[config.mk]
export PLATFORM = sky130hd
export DESIGN_NAME = cohen_sutherland_line_clipper_top
export DESIGN_NICKNAME = d
export VERILOG_FILES = /design/src/sv/clp_pkg.sv /design/src/sv/clp_muldiv.sv /design/src/sv/cohen_sutherland_line_clipper_top.sv
export SDC_FILE = /design/constraint.sdc
export NUM_CORES = 2
export LEC_CHECK = 0
export BUFFER_PORTS_ARGS = -buffer_cell sky130_fd_sc_hd__buf_4
export CELL_PAD_IN_SITES_DETAIL_PLACEMENT = 1
export CELL_PAD_IN_SITES_GLOBAL_PLACEMENT = 2
export CORE_ASPECT_RATIO = 1.1
export CORE_MARGIN = 2
export CORE_UTILIZATION = 41
export DETAILED_ROUTE_END_ITERATION = 6
export PLACE_DENSITY_LB_ADDON = 0.1
export SLEW_MARGIN = 10
export SYNTH_ARGS = -nofsm -noshare
export SYNTH_HDL_FRONTEND = slang
export SYNTH_SLANG_ARGS = --single-unit
[constraint.sdc]
create_clock -name clk -period 9.6 [get_ports clk]
set_input_delay 0 -clock clk [delete_from_list [all_inputs] [get_ports clk]]
set_output_delay 0 -clock clk [all_outputs]
set_load 0.02 [all_outputs]
[src/sv/clp_pkg.sv]
// ----------------------------------------------------------------------------
// clp_pkg
// shared types, outcode bits and helpers for the line clipper
// ----------------------------------------------------------------------------
package clp_pkg;

  localparam int CW        = 24;          // coordinate width, signed
  localparam int PW        = 2 * CW;      // product / dividend width
  localparam int DIV_STEPS = PW / 2;      // two quotient bits per cycle
  localparam int DIV_CW    = $clog2(DIV_STEPS);
  localparam int AW        = 4;           // config byte address width

  typedef logic signed [CW-1:0] coord_t;
  typedef logic signed [CW:0]   diff_t;
  typedef logic        [CW-1:0] mag_t;
  typedef logic        [PW-1:0] prod_t;
  typedef logic        [3:0]    ocode_t;

  localparam ocode_t OC_LEFT   = 4'd1;
  localparam ocode_t OC_RIGHT  = 4'd2;
  localparam ocode_t OC_BOTTOM = 4'd4;
  localparam ocode_t OC_TOP    = 4'd8;

  // register indexes
  localparam logic [1:0] REG_LEFT   = 2'd0;
  localparam logic [1:0] REG_RIGHT  = 2'd1;
  localparam logic [1:0] REG_BOTTOM = 2'd2;
  localparam logic [1:0] REG_TOP    = 2'd3;

  typedef struct packed {
    coord_t left;
    coord_t right;
    coord_t bottom;
    coord_t top;
  } window_t;

  function automatic ocode_t outcode(coord_t x, coord_t y, window_t w);
    ocode_t c;
    c = '0;
    if (x < w.left) c = c | OC_LEFT;
    else if (x > w.right) c = c | OC_RIGHT;
    if (y < w.bottom) c = c | OC_BOTTOM;
    else if (y > w.top) c = c | OC_TOP;
    return c;
  endfunction

  // magnitude of a difference; always below 2^CW
  function automatic mag_t mag(diff_t v);
    logic [CW:0] u;
    u = v[CW] ? (~v + 1'b1) : v;
    return u[CW-1:0];
  endfunction

endpackage

[src/sv/clp_muldiv.sv]
// ----------------------------------------------------------------------------
// clp_muldiv
// unsigned a*b/d: a product state, then radix-4 restoring division
// ----------------------------------------------------------------------------
module clp_muldiv (
  input  logic          clk,
  input  logic          rst_n,
  input  logic          start,
  input  clp_pkg::mag_t a,
  input  clp_pkg::mag_t b,
  input  clp_pkg::mag_t d,
  output logic          done,
  output clp_pkg::prod_t q
);
  import clp_pkg::*;

  localparam logic [1:0] M_IDLE = 2'd0;
  localparam logic [1:0] M_MUL  = 2'd1;
  localparam logic [1:0] M_DIV  = 2'd2;

  logic [1:0]        state_r;
  logic [DIV_CW-1:0] cnt_r;
  logic              done_r;
  mag_t              a_r, b_r, d_r, rem_r;
  prod_t             dvd_r, q_r, prod;

  logic [CW:0] t0, t1, s0, s1;
  logic        b0, b1;
  mag_t        r1, r2;

  assign prod = a_r * b_r;

  always_comb begin
    t0 = {rem_r, dvd_r[PW-1]};
    s0 = t0 - {1'b0, d_r};
    b0 = (t0 >= {1'b0, d_r});
    r1 = b0 ? s0[CW-1:0] : t0[CW-1:0];
    t1 = {r1, dvd_r[PW-2]};
    s1 = t1 - {1'b0, d_r};
    b1 = (t1 >= {1'b0, d_r});
    r2 = b1 ? s1[CW-1:0] : t1[CW-1:0];
  end

  always_ff @(posedge clk) begin
    if (!rst_n) begin
      state_r <= M_IDLE;
      done_r  <= 1'b0;
      cnt_r   <= '0;
    end else begin
      done_r <= 1'b0;
      case (state_r)
        M_IDLE: begin
          if (start) begin
            a_r     <= a;
            b_r     <= b;
            d_r     <= d;
            state_r <= M_MUL;
          end
        end
        M_MUL: begin
          dvd_r   <= prod;
          rem_r   <= '0;
          q_r     <= '0;
          cnt_r   <= '0;
          state_r <= M_DIV;
        end
        M_DIV: begin
          rem_r <= r2;
          dvd_r <= {dvd_r[PW-3:0], 2'b00};
          q_r   <= {q_r[PW-3:0], b0, b1};
          cnt_r <= cnt_r + 1'b1;
          if (cnt_r == DIV_CW'(DIV_STEPS - 1)) begin
            done_r  <= 1'b1;
            state_r <= M_IDLE;
          end
        end
        default: state_r <= M_IDLE;
      endcase
    end
  end

  assign done = done_r;
  assign q    = q_r;

endmodule

[src/sv/cohen_sutherland_line_clipper_top.sv]
// ----------------------------------------------------------------------------
// cohen_sutherland_line_clipper_top
// clips one segment per beat against a register-held window (outcode method)
// ----------------------------------------------------------------------------
// sequence: a segment settled without clipping passes only the outcode, test
//   and done states; each edge clip (at most four) adds a divider pass
// throughput: one segment at a time; each clip is set by the shared
//   multiply/divide unit, which works on one intersection at a time
// reset: synchronous active-low rst_n clears the sequencer and the output
//   valid and loads the window with -1.0 .. +1.0 on both axes
module cohen_sutherland_line_clipper_top (
  input  logic                    clk,
  input  logic                    rst_n,
  // input segment beat
  input  logic                    in_tvalid,
  output logic                    in_tready,
  input  logic [95:0]             in_tdata,   // start_x, start_y, end_x, end_y
  // result beat
  output logic                    out_tvalid,
  input  logic                    out_tready,
  output logic [95:0]             out_tdata,  // clip_start_x, clip_start_y,
                                              // clip_end_x, clip_end_y
  output logic [0:0]              out_tuser,  // visible
  // window registers
  input  logic                    cfg_psel,
  input  logic                    cfg_penable,
  input  logic                    cfg_pwrite,
  input  logic [clp_pkg::AW-1:0]  cfg_paddr,
  input  logic [31:0]             cfg_pwdata,
  output logic [31:0]             cfg_prdata,
  output logic                    cfg_pready
);
  import clp_pkg::*;

  // sequencer codes
  localparam logic [2:0] S_IDLE  = 3'd0;
  localparam logic [2:0] S_CODE1 = 3'd1;  // outcode of first endpoint
  localparam logic [2:0] S_CODE2 = 3'd2;  // outcode of second endpoint
  localparam logic [2:0] S_TEST  = 3'd3;  // accept / reject / pick an edge
  localparam logic [2:0] S_WAIT  = 3'd4;  // intersection in the divider
  localparam logic [2:0] S_FIN   = 3'd5;  // add, saturate, move the endpoint
  localparam logic [2:0] S_DONE  = 3'd6;  // hand the result to the output reg

  logic [2:0]  state_r, state_nxt;
  window_t     win_r;
  logic [95:0] in_r;                      // original segment for rejects
  coord_t      x1_r, y1_r, x2_r, y2_r;
  ocode_t      c1_r, c2_r;
  logic        both_r;                    // first pass codes both endpoints
  logic [2:0]  step_r;                    // clips made so far
  logic        vis_r;
  logic        ybnd_r, move1_r, neg_r;
  coord_t      bnd_r, a1_r;
  logic        out_tvalid_r;
  logic [95:0] out_tdata_r;
  logic        out_tuser_r;

  // ---------------------------------------------------------------------------
  // configuration port
  // ---------------------------------------------------------------------------
  logic cfg_wr;
  assign cfg_wr     = cfg_psel & cfg_penable & cfg_pwrite & cfg_pready;
  assign cfg_pready = 1'b1;

  always_comb begin
    case (cfg_paddr[3:2])
      REG_LEFT:   cfg_prdata = 32'(win_r.left);
      REG_RIGHT:  cfg_prdata = 32'(win_r.right);
      REG_BOTTOM: cfg_prdata = 32'(win_r.bottom);
      REG_TOP:    cfg_prdata = 32'(win_r.top);
      default:    cfg_prdata = '0;
    endcase
  end

  // ---------------------------------------------------------------------------
  // outcode unit, shared by both endpoints
  // ---------------------------------------------------------------------------
  ocode_t oc_v;
  assign oc_v = (state_r == S_CODE1) ? outcode(x1_r, y1_r, win_r)
                                     : outcode(x2_r, y2_r, win_r);

  // ---------------------------------------------------------------------------
  // edge selection and intersection operands
  // ---------------------------------------------------------------------------
  ocode_t c_sel;
  logic   ybnd_v, trivial_in, trivial_out, den_zero, clip_go;
  coord_t bnd_v;
  diff_t  dx, dy, ex, ey, num1, num2, den;

  always_comb begin
    c_sel  = (c1_r != '0) ? c1_r : c2_r;
    ybnd_v = ((c_sel & (OC_TOP | OC_BOTTOM)) != '0);
    if (ybnd_v) bnd_v = ((c_sel & OC_TOP) != '0) ? win_r.top : win_r.bottom;
    else        bnd_v = ((c_sel & OC_RIGHT) != '0) ? win_r.right : win_r.left;
    dx = {x2_r[CW-1], x2_r} - {x1_r[CW-1], x1_r};
    dy = {y2_r[CW-1], y2_r} - {y1_r[CW-1], y1_r};
    ex = {bnd_v[CW-1], bnd_v} - {x1_r[CW-1], x1_r};
    ey = {bnd_v[CW-1], bnd_v} - {y1_r[CW-1], y1_r};
    // horizontal edge: new x from x1; vertical edge: new y from y1
    num1 = ybnd_v ? dx : dy;
    num2 = ybnd_v ? ey : ex;
    den  = ybnd_v ? dy : dx;
    trivial_in  = ((c1_r | c2_r) == '0);
    trivial_out = ((c1_r & c2_r) != '0) || (step_r == 3'd4);
    den_zero    = (den == '0);
    clip_go     = (state_r == S_TEST) && !trivial_in && !trivial_out && !den_zero;
  end

  // ---------------------------------------------------------------------------
  // shared multiply / divide unit
  // ---------------------------------------------------------------------------
  logic  md_done;
  prod_t md_q;

  clp_muldiv u_muldiv (
    .clk   (clk),
    .rst_n (rst_n),
    .start (clip_go),
    .a     (mag(num1)),
    .b     (mag(num2)),
    .d     (mag(den)),
    .done  (md_done),
    .q     (md_q)
  );

  // base coordinate plus or minus the quotient, saturated to CW bits
  logic signed [PW+1:0] a1_ext, q_ext, sum;
  coord_t               sat_v;

  always_comb begin
    a1_ext = {{(PW+2-CW){a1_r[CW-1]}}, a1_r};
    q_ext  = {2'b00, md_q};
    sum    = neg_r ? (a1_ext - q_ext) : (a1_ext + q_ext);
    if ((&sum[PW+1:CW-1]) || !(|sum[PW+1:CW-1])) sat_v = sum[CW-1:0];
    else if (sum[PW+1])                        sat_v = {1'b1, {(CW-1){1'b0}}};
    else                                       sat_v = {1'b0, {(CW-1){1'b1}}};
  end

  // ---------------------------------------------------------------------------
  // sequencer
  // ---------------------------------------------------------------------------
  logic in_acc, out_free;
  assign in_tready = (state_r == S_IDLE);
  assign in_acc    = in_tvalid & in_tready;
  assign out_free  = !out_tvalid_r || out_tready;

  always_comb begin
    state_nxt = state_r;
    case (state_r)
      S_IDLE:  if (in_acc) state_nxt = S_CODE1;
      S_CODE1: state_nxt = both_r ? S_CODE2 : S_TEST;
      S_CODE2: state_nxt = S_TEST;
      S_TEST: begin
        if (trivial_in || trivial_out || den_zero) state_nxt = S_DONE;
        else                                       state_nxt = S_WAIT;
      end
      S_WAIT:  if (md_done) state_nxt = S_FIN;
      S_FIN:   state_nxt = move1_r ? S_CODE1 : S_CODE2;
      S_DONE:  if (out_free) state_nxt = S_IDLE;
      default: state_nxt = S_IDLE;
    endcase
  end

  always_ff @(posedge clk) begin
    if (!rst_n) begin
      state_r      <= S_IDLE;
      out_tvalid_r <= 1'b0;
      both_r       <= 1'b0;
      step_r       <= '0;
      vis_r        <= 1'b0;
      win_r.left   <= -coord_t'(4096);
      win_r.right  <= coord_t'(4096);
      win_r.bottom <= -coord_t'(4096);
      win_r.top    <= coord_t'(4096);
    end else begin
      state_r <= state_nxt;

      if (cfg_wr) begin
        case (cfg_paddr[3:2])
          REG_LEFT:   win_r.left   <= cfg_pwdata[CW-1:0];
          REG_RIGHT:  win_r.right  <= cfg_pwdata[CW-1:0];
          REG_BOTTOM: win_r.bottom <= cfg_pwdata[CW-1:0];
          REG_TOP:    win_r.top    <= cfg_pwdata[CW-1:0];
          default: ;
        endcase
      end

      case (state_r)
        S_IDLE: begin
          if (in_acc) begin
            in_r   <= in_tdata;
            x1_r   <= in_tdata[23:0];
            y1_r   <= in_tdata[47:24];
            x2_r   <= in_tdata[71:48];
            y2_r   <= in_tdata[95:72];
            both_r <= 1'b1;
            step_r <= '0;
          end
        end
        S_CODE1: c1_r <= oc_v;
        S_CODE2: c2_r <= oc_v;
        S_TEST: begin
          vis_r   <= trivial_in;
          ybnd_r  <= ybnd_v;
          move1_r <= (c1_r != '0);
          bnd_r   <= bnd_v;
          a1_r    <= ybnd_v ? x1_r : y1_r;
          neg_r   <= num1[CW] ^ num2[CW] ^ den[CW];
        end
        S_FIN: begin
          both_r <= 1'b0;
          step_r <= step_r + 1'b1;
          if (move1_r) begin
            x1_r <= ybnd_r ? sat_v : bnd_r;
            y1_r <= ybnd_r ? bnd_r : sat_v;
          end else begin
            x2_r <= ybnd_r ? sat_v : bnd_r;
            y2_r <= ybnd_r ? bnd_r : sat_v;
          end
        end
        default: ;
      endcase

      // output register: a finished beat waits here while the next segment runs
      if (state_r == S_DONE && out_free) begin
        out_tvalid_r <= 1'b1;
        out_tuser_r  <= vis_r;
        out_tdata_r  <= vis_r ? {y2_r, x2_r, y1_r, x1_r} : in_r;
      end else if (out_tready) begin
        out_tvalid_r <= 1'b0;
      end
    end
  end

  assign out_tvalid   = out_tvalid_r;
  assign out_tdata    = out_tdata_r;
  assign out_tuser[0] = out_tuser_r;

endmodule

# After elaboration in Yosys (flattened, before gate mapping)
# Cells that the tools add are included.
[word_totals]
memories = 0
inputBits = 139
ff_bits = 653
out_inout_bits = 132
word_cells = 192
mem_bits_ro = 0
latch_bits = 0
ram_bits = 0
[classes]
n_reduce_logical = 44
n_addsub = 13
bitwise = 10
shift = 0
div = 0
multipliers = 1
n_mux = 62
n_eq_ne = 20
n_lt_le_gt_ge = 10
[op_table]
columns = ["op", "count"]
rows = [
  ["$mux W24", 21],
  ["$pmux W24 S2", 5],
  ["$pmux W48 S2", 2],
  ["$pmux W32 S4", 1],
  ["$sub A24 B24 Y25", 4],
  ["$gt A24 B24 Y1", 4],
  ["$lt A24 B24 Y1", 4],
  ["$mux W96", 1],
  ["$mux W25", 3],
  ["$add A24 B1 Y24 const B", 3],
  ["$not A24 Y24", 3],
  ["$add A24 B49 Y50", 1],
  ["$ge A25 B24 Y1", 2],
  ["$mux W50", 1],
  ["$sub A24 B49 Y50", 1],
  ["$mul A24 B24 Y48", 1],
  ["$sub A24 B24 Y24", 2],
  ["$mux W4", 7],
  ["$reduce_and A27 Y1", 1],
  ["$reduce_or A27 Y1", 1],
  ["$logic_not A25 Y1", 1],
  ["$reduce_and A2 Y1", 12],
  ["$pmux W3 S7", 1],
  ["$mux W2", 7],
  ["other kinds (30)", 71],
]

# Logic depth before layout (Yosys ltp)
[depth]
depth_word = 9
depth_mapped = 29
depth_no_buf = 28

# Hierarchy
# From an unflattened synthesis, not the netlist that was laid out.
[hier_totals]
hier_cells = 6781
hier_area_um2 = 64045.2
[modules_own_cells]
columns = ["module", "area_per_inst_um2", "cells_per_inst", "n_inst"]
rows = [
  ["cohen_sutherland_line_clipper_top", 35201.3, 3814, 1],
  ["clp_muldiv", 28843.9, 2967, 1],
]

# Worst setup path before layout
# Ideal clock, no wire load.
[synth_timing]
path_kind = "register to register"
from = "register state_r[1]"
to = "register out_tdata_r[0], in the netlist out_tdata[0] (enable)"
slack_ps = 1562
arrival_time_ps = 7367
stages_incl_launch_ff = 4
synth_period_minus_slack_ps = 8038
required_time_ps = 8929
setup_time_ps = 671
path_cell_list = "dfxtp_1 -> clkbuf_1 -> nand2_1 -> nor3_1"
[synth_between]
elab_chain_len = 3
[synth_rtl]
columns = ["element", "line", "source"]
rows = [
  ["from (decl)", "cohen_sutherland_line_clipper_top.sv:44", "logic [2:0] state_r, state_nxt;"],
  ["from (signal assigned)", "cohen_sutherland_line_clipper_top.sv:176", "state_r <= state_nxt;"],
  ["$eq A3 B3 Y1", "cohen_sutherland_line_clipper_top.sv:225", "if (state_r == S_DONE && out_free) begin"],
  ["$logic_and A1 B1 Y1", "cohen_sutherland_line_clipper_top.sv:225", ""],
  ["$reduce_and A2 Y1 (no source line)", "--", ""],
  ["to (signal assigned)", "cohen_sutherland_line_clipper_top.sv:228", "out_tdata_r <= vis_r ? {y2_r, x2_r, y1_r, x1_r} : in_r;"],
  ["to (decl)", "cohen_sutherland_line_clipper_top.sv:55", "logic [95:0] out_tdata_r;"],
]
# No other way between the ends.
# A chain may end at the register's enable or synchronous reset.

# Worst setup path after layout
[layout_timing]
from = "register u_muldiv.a_r[11]"
to = "register u_muldiv.dvd_r[44] (data pin)"
[layout_between]
elab_chain_len = 2
[layout_rtl]
columns = ["element", "line", "source"]
rows = [
  ["from (decl)", "clp_muldiv.sv:24", "mag_t a_r, b_r, d_r, rem_r;"],
  ["from (signal assigned)", "clp_muldiv.sv:54", "a_r <= a;"],
  ["$mul A24 B24 Y48", "clp_muldiv.sv:31", "assign prod = a_r * b_r;"],
  ["$pmux W48 S2", "clp_muldiv.sv:51", "case (state_r)"],
  ["to (signal assigned)", "clp_muldiv.sv:61", "dvd_r <= prod;"],
  ["to (signal assigned)", "clp_muldiv.sv:69", "dvd_r <= {dvd_r[PW-3:0], 2'b00};"],
  ["to (decl)", "clp_muldiv.sv:25", "prod_t dvd_r, q_r, prod;"],
]
# No other way between the ends.

==> reports/results.ini <==
[route]
vias=51400
finalWirelength_um=239000
wl_per_cell_um=26.7
firstDrtPassIters=6
first_iter_violations=3517
detail-route-antenna-nets=0
viasPerCell=5.74
drcViolationCount=0

[logic_synthesis]
synth_top_flop_cell=edfxtp_1
synth_mux_area_share_pct=4.15
async_reset_ff_share_pct=0
synth_area_mm2=0.0625
synth_fp_nets=7757
yosysMostFrequentCell=inv_1
synth_top_area_cell=edfxtp_1
syn_area_per_cell_um2=9.49
synthAdderAreaFrac_pct=26.4
netlist_instances=6589
yosysTopAreaCellShare_pct=25.9
yosys_warnings=0
synth_cell_types=92
ys_ff_latch=653
synth_edf_count=540
netlist_top_cells_count=inv_1 (825), nand2_1 (777), ha_1 (541), edfxtp_1 (540), fa_1 (488)
ys_top_cells_by_area=edfxtp_1 (26%), fa_1 (16%), ha_1 (11%)
synth_top_family_by_area=adder cells
synth-xor-area-share_pct=3.88
synth_compound_area_share_pct=14.0
ys_seq_area_share_pct=29.5
yosys.area_share.simple_pct=15.1

[critical_path]
max_stage_delay_ns=0.79
cp.buffers_inverters=8
cpMaxStageDelayCell=edfxtp_1
crit_family=adder cells
setup.worst_path.end_class=flop
crit_arrival_ns=9.46
required_ns=10.15
start_kind=flop
cp_max_fo=14
crit_type=reg2reg

[timing]
finalCriticalPeriod_ns=8.91
setup_tns_ns=0
max-slew-margin-rel_pct=15.3
finalSetupViolCount=0
rsz0062_at_grt=no
min_period_over_period_pct=92.8
worst_slack_ns=0.691
slew_violations=0
fmaxAchievable_ghz=0.112
skew_ns=0.0317
tightest_slew_ns=1.26
hold_viol=0

[pwr]
power_switching_mw=5.02
finalPower_mw=12.4
pwr-share-clk_pct=23.9
seq_power_share_pct=28.6
p_sw_share_pct=40.4
pwr-share-comb_pct=47.4
vdd_drop_max_uv=270
p_leak_nw=30.0
powerDensity_mw_per_mm2=176
p_int_mw=7.42

[layout]
fin_util_pct=46.7
drive_above_1_share_pct=10.6
nNetsFinal=8081
final_cell_area_mm2=0.0708
areaGrowthSynthToFinish_pct=13.2
fill_cells=17200

[place]
placed_cell_area_mm2=0.0670
gp_congestion=0.977
io_buffers=259
pre_cts_ws_ns=0.609
dp_hpwl_um=190000

[global_routing]
grt_first_pass_wirelength_um=355000
grt_max_degree=78
grt_overflow_total=0
track_usage_pct=30.7
first_global_vias=53600
antenna_found_initial=8

[floorplan]
die_y_um=414
die-area_mm2=0.156
core-area_mm2=0.152
die_w_um=376
pin_count=271
row_count=150
initial_core_util_pct=41.2

[clocking]
htreeDepth=3
cts_sinks=653
numCtsBuffers=77
clock-root-buffer=clkbuf_16
clk_latency_ns=0.70
path_clk_slew_ns=0.06
clock_path_buffers=3
cts_tree=yes

[run]
drv_cap=0

[status]
outcome=complete, no violations

[worst_hold_path]
hp-class=in2reg

==> metal layers <==
metal | GRT usage, % | share of wire [%]
met1 | 39.9 | 42
met2 | 51.1 | 47
met3 | 3.23 | 5.0
met4 | 15.4 | 5.8
met5 | 0 | 0.015
==> cell usage in the layout, fill, tap and decap left out, drive strengths merged, types with 83 or more instances in the layout <==
cell,n
dfxtp,113
clkbuf,96
mux2,112
nor2,338
buf,402
nand3,83
a21boi,87
inv,831
o21ai,291
xnor2,188
edfxtp,540
and2,351
xor2,88
fa,488
a21o,135
a211oi,83
nand2,777
dlygate4sd3,128
a21oi,319
ha,541
==> kinds of logic after synthesis <==
kind of cell             count (synthesis)
AO/OA/AOI/OAI                         1345
XOR/XNOR                               276
adder cells (fa/ha/maj)               1029
buffers and inverters                 1111
flip-flops                             653
multiplexers                           215
other                                    1
AND/OR/NAND/NOR                       1959
==> area by class of cell <==
class                   instances  area (µm²)  area share, %
well taps                    1976        2470           3.49
repair buffers                530        4320           6.11
flip-flops and latches        653       18500           26.1
multi-input cells            4825       39900           56.4
diodes                          2        5.00        0.00707
clock inverters                45         452          0.638
clock buffers                  96        2040           2.88
inverters                     826        3100           4.38
==> state kept, by name, indices dropped and copies added, names as in the netlist, 2 cells and up <==
name and cells:
x1_r 24, win_r 96, out_tdata 96, u_muldiv.rem_r 24
state_r 3, u_muldiv.cnt_r 5, y2_r 24, u_muldiv.q 48
u_muldiv.dvd_r 48, u_muldiv.d_r 24, x2_r 24, in_r 96
u_muldiv.state_r 2, u_muldiv.a_r 24, c1_r 4, bnd_r 24
step_r 3, u_muldiv.b_r 24, y1_r 24, c2_r 4
a1_r 24
==> power by group through the flow <==
stage          logic, mW  clock network [mW]  registers (mW)
3_5_place_dp        5.90                   0            3.61
3_3_place_gp        5.81                   0            3.61
4_1_cts             5.99                3.02            3.55
2_1_floorplan       3.96                   0            3.53
6_report            5.90                2.98            3.56
5_1_grt             6.60                3.12            3.56
==> repair_timing <==
item                                    4_1_cts  5_1_grt
resized for setup                             0        0
buffers inserted                              0        0
hold endpoints to repair                    336        0
endpoints found under the setup margin        0        0
hold buffers                                128        0
==> path summary, 6_finish.rpt <==
path / start / end / slack [ns] / cells after the start
max: u_muldiv.a_r[11]$_DFFE_PP_ / u_muldiv.dvd_r[44]$_DFFE_PP_ / 0.69 / 29
min: in_tdata[82] / in_r[82]$_DFFE_PP_ / 0.05 / 2
max reg2reg: u_muldiv.a_r[11]$_DFFE_PP_ / u_muldiv.dvd_r[44]$_DFFE_PP_ / 0.69 / 29
min reg2reg: both_r$_SDFFE_PN0P_ / both_r$_SDFFE_PN0P_ / 0.46 / 2
==> worst reg2reg max path, delay by kind of cell, from the launching register on <==
family / cells / cell delay, ns
AOI/OAI and AO/OA: 6 / 1.49
adders and majority gates: 8 / 4.03
buffers and inverters: 8 / 0.62
DFF: 1 / 0.79
and+or+nand+nor: 7 / 1.87
==> metrics by stage <==
stage | instances | hold WS (ns)
final | 8953 | 0.0541
after global routing | 8951 | 0.0475
after CTS | 8951 | 0.00316
after detailed placement | 8682 | 0.189
after global placement | 8682 | 0.190
after floorplan | 6589 | 0.0989
Note: power is estimated with default switching activity, not from simulation.
